===== config.mk =====
export PLATFORM = sky130hd
export DESIGN_NAME = htlp_ram
export DESIGN_NICKNAME = d
export VERILOG_FILES = /design/src/htlp_ram.sv
export SDC_FILE = /design/constraint.sdc
export NUM_CORES = 1
export LEC_CHECK = 0
export BUFFER_PORTS_ARGS = -buffer_cell sky130_fd_sc_hd__buf_4
export CORE_MARGIN = 4
export CORE_UTILIZATION = 38
export CTS_CLUSTER_DIAMETER = 200
export CTS_CLUSTER_SIZE = 30
export DETAILED_ROUTE_END_ITERATION = 10
export GPL_TIMING_DRIVEN = 1
export PLACE_DENSITY_LB_ADDON = 0.05
export SLEW_MARGIN = 20
export SYNTH_ARGS = -nofsm -noshare
export SYNTH_HDL_FRONTEND = slang
export SYNTH_SLANG_ARGS = --single-unit

===== constraint.sdc =====
create_clock -name clk -period 5.22 [get_ports clk]
set_clock_uncertainty 0.05 [all_clocks]
set_input_delay 1.044 -clock clk [delete_from_list [all_inputs] [get_ports clk]]
set_output_delay 1.044 -clock clk [all_outputs]
set_load 0.005 [all_outputs]

===== src/htlp_ram.sv =====
// ----------------------------------------------------------------------------
// htlp_ram
// Generic single-write, single-read RAM with registered read data.
// ----------------------------------------------------------------------------
`default_nettype none
module htlp_ram #(
  parameter int WIDTH = 8,
  parameter int DEPTH = 16,
  localparam int AW   = $clog2(DEPTH)
) (
  input  wire logic             clk,
  input  wire logic             we,
  input  wire logic [AW-1:0]    waddr,
  input  wire logic [WIDTH-1:0] wdata,
  input  wire logic [AW-1:0]    raddr,
  output logic      [WIDTH-1:0] rdata
);

  logic [WIDTH-1:0] mem [DEPTH];

  always_ff @(posedge clk) begin
    if (we) begin
      mem[waddr] <= wdata;
    end
    rdata <= mem[raddr];
  end

endmodule
`default_nettype wire


# [Word level (Yosys, flattened, before mapping)]
# Memories as Yosys holds them, arrays and structs flattened. A register that Yosys moved wholly into a read port is not among the register bits.
# Cells that the tools add are included.
[op_classes] muxes=2
[ops] operator="two-way mux 1 bit" count=2
[totals] elab_cells=3 ramBits=128 inputBits=18 n_memories=1 reg_bits=0
[memory_table] memory="mem" depth=16 word_bits=8 rd=1 rd_ports_with_merged_regs=1 wr=1 line_no="19" rtl="logic [WIDTH-1:0] mem [DEPTH];"

# [Depth between registers and ports, before layout]
[logic_depth] ltp_word=2 ltp_mapped=5 ltp_nobuf=3

# [Least setup slack after synthesis]
# No wires, ideal clock.
[synth_path] path_kind="input -> register" from="in waddr[2]" to="mem mem[0][0], enable pin" cell_stages=2 path_slack_ns=2.633 setup_ns=0.383 t_arrival_ns=2.154 cell_sequence="or3b_2 -> nor3_1"
[synth_rtl] element="start: declaration" line_no="13" rtl="input wire logic [AW-1:0] waddr,"
[synth_rtl] element="end: declaration" line_no="19"
# No word-level cell before the write port.

# [Worst setup path after layout]
[layout_path] from="in waddr[2]" to="mem mem[3][6], enable pin"
# No word-level cell before the write port.

==> impl_metrics.toml <==
[global_routing]
grt_start_max_net_pins = 33
grt_pass1_vias = 2480
overflow = 0
antenna_found_initial = 0
track_usage = 0.146
grt_pass1_wl_um = 16000

[worst_setup_path]
path_delay_family = "simple AND/OR/NAND/NOR gates"
worstSetupEndpoint = "mem[3][6]$_DFFE_PP_"
crit_start = "waddr[2]"
reg2reg_depth = 3
path_class = "input port to flip-flop"
cp.arrival_ns = 2.38
cp_slowest_cell = "nor2_1"
r2r_end = "rdata[1]$_DFF_P_"
cp-start-kind = "input port"
critPathMaxFanout = 8
r2r-start = "mem[1][1]$_DFFE_PP_"
max_stage_delay_ns = 0.70
end_kind = "flip-flop"
cp.required_ns = 5.21
cp.depth = 3
cp_num_buf_inv = 1
rrSetupSlack_ns = 3.79
path_cells = "buf_4 > or3b_2 > nor2_1"

[die]
die_w_um = 124
die_area_sq_mm = 0.0155
start_util = 0.389
pin_count = 26
rows = 42
fp.dieH_um = 124
core_sq_mm = 0.0132

[synthesis]
synth-simple-area-share = 0.0318
synth_top_area_cell = "edfxtp_1"
synth_flop_cell = "edfxtp_1"
netlist_top_cells_area = "edfxtp_1 75%, mux4_2 7.9%, mux4_1 7.1%"
synth_top_cell_area_share = 0.747
synth_mux_area_frac = 0.150
ys_seq_area_frac = 0.778
synth_xor_area_frac = 0
synth_edf_count = 128
synth_top_family_by_area = "multiplexers"
yosys-top-cells-count = "128 x edfxtp_1, 18 x mux4_2, 16 x a22oi_1"
netlist_area_sq_mm = 0.00515
synth.net_count = 247
synth_seq_cells = 136
async_flop_share = 0
syn_inst = 229
synth.most_common_cell = "edfxtp_1"
post_synth_fa_ha_maj_area_fraction = 0
synth_compound_area_frac = 0.0233
syn_avg_cell_area_sq_um = 22.5
yosys_warnings = 0
synthDistinctLibCells = 19

[hold_path]
hp-class = "flip-flop to flip-flop"

[power_and_ir_drop]
combinationalPowerShare = 0.047
switchingPower_uw = 489
ir_drop_v = 0.000194
internal_power_mw = 1.99
sequentialPowerShare = 0.496
p_per_area_mw_per_mm2 = 409
switching_share = 0.197
power.leakage_nw = 2.01
clockPowerShare = 0.458

[timing]
max_freq_ghz = 0.418
fin_setup_tns_ns = 0
maxSlewHeadroom = 0.289
rsz0062_at_grt = "no"
hold_violations = 0
worstMarginPinSlew_ns = 1.06
period_needed_ns = 2.39
slew_viol_final = 0
post-route-period-util = 0.458
setup_viol = 0

[placement]
port_buffers = 25
gp_congestion = 0.656
place_hpwl_um = 6310

[clock_network]
cts-root-buf = "clkbuf_16"
clockBufferDepth = 2
numClockSinks = 136
clkTransAtPathRegs_ns = 0.05
postCtsSetupBuffers = 0
cts_inserted_buffers = 17
hold_buffers = 0
htreeDepth = 4
clk_latency_ns = 0.42
cts_resized = 0
cts_tree = "built"

[route]
viasPerCell = 5.25
drtAntennaViolNets = 0
drtIter0Drc = 142
dr_total_vias = 2387
drc = 0
first_pass_iters = 6
wl_per_cell_um = 23.6
wl_um = 10700

[status]
status = "completed"

[layout]
num-nets-final = 284
syn_to_final_growth_pct = 17.7
multi_input_area_sq_mm = 0.00106
insertedDiodeCount = 0
drive_above_1_share = 0.269
seq_area_sq_mm = 0.00400
fin_util = 0.458
fillers = 1163

[job]
maxCapViolCount = 0
## cell type report
type / count / share of cell area
sequential: 136 / 0.661
multi-input combinational: 83 / 0.175
clock buffer: 21 / 0.0760
tap: 176 / 0.0363
timing repair buffer: 28 / 0.0347
clock inverter: 11 / 0.0171
## cells in the final DEF (no fill, tap or decap), types with 3 or more instances in the layout
| cell type | netlist | routed |
|---|---|---|
| a22oi_1 | 16 | 16 |
| nor3_1 | 4 | 3 |
| mux4_1 | 14 | 14 |
| nand2_1 | 9 | 9 |
| edfxtp_1 | 128 | 128 |
| nor2_1 | 13 | 13 |
| dfxtp_1 | 8 | 8 |
| buf_4 | 1 | 28 |
| mux4_2 | 18 | 18 |
| clkinv_2 | 0 | 5 |
| clkinv_1 | 0 | 3 |
| clkbuf_16 | 0 | 17 |
## power groups by stage
stage	Clock, mW	Sequential [mW]	Combinational (mW)
final	1.14	1.23	0.115
after global routing	1.21	1.23	0.126
after floorplan	0	1.25	0.0620
after CTS	1.15	1.23	0.120
after global placement	0	1.25	0.118
after detailed placement	0	1.25	0.119
## layer usage
layer,share of wire,global-route usage,vias up,wire [um]
met5,0,0,-,0
met1,0.46,0.196,1258,4890
met4,0.015,0.0522,0,164
li1,-,-,1046,-
met3,0.048,0.0467,16,512
met2,0.48,0.224,67,5150
## worst min path at each step
stage,start,end,slack [ns],cells past startpoint
4_1_cts,mem[14][5]$_DFFE_PP_,rdata[5]$_DFF_P_,0.63,3
3_3_place_gp,mem[15][5]$_DFFE_PP_,rdata[5]$_DFF_P_,0.61,3
6_report,mem[4][3]$_DFFE_PP_,rdata[3]$_DFF_P_,0.63,3
5_1_grt,mem[4][3]$_DFFE_PP_,rdata[3]$_DFF_P_,0.67,3
3_5_place_dp,mem[14][5]$_DFFE_PP_,rdata[5]$_DFF_P_,0.62,3
2_1_floorplan,mem[7][0]$_DFFE_PP_,rdata[0]$_DFF_P_,0.58,3
## registers in the layout, summed over array words and instances, names as in the netlist
| signal | count |
|---|---|
| mem | 128 |
| rdata | 8 |
## stage by stage
step	power, mW	hold slack, ns	std cells	instance area (sq um)	setup slack [ns]
global route	2.56	0.667	455	6060	2.71
detailed placement	1.37	0.622	423	5500	2.34
finish	2.48	0.626	455	6060	2.83
global placement	1.37	0.615	423	5500	2.33
floorplan	1.31	0.579	229	5150	2.63
CTS	2.50	0.634	455	6060	2.78
## worst min-delay path, cell delays in order (launching register included)
cell      delay (ns)
edfxtp_1        0.31
mux4_1          0.21
a22oi_1         0.06
nand2_1         0.06
## logic make-up after synthesis
logic type	after synthesis
compound gates	16
simple gates	35
flops	136
mux	32
buf+inv	10
Note: power is estimated with default switching activity, not from simulation.
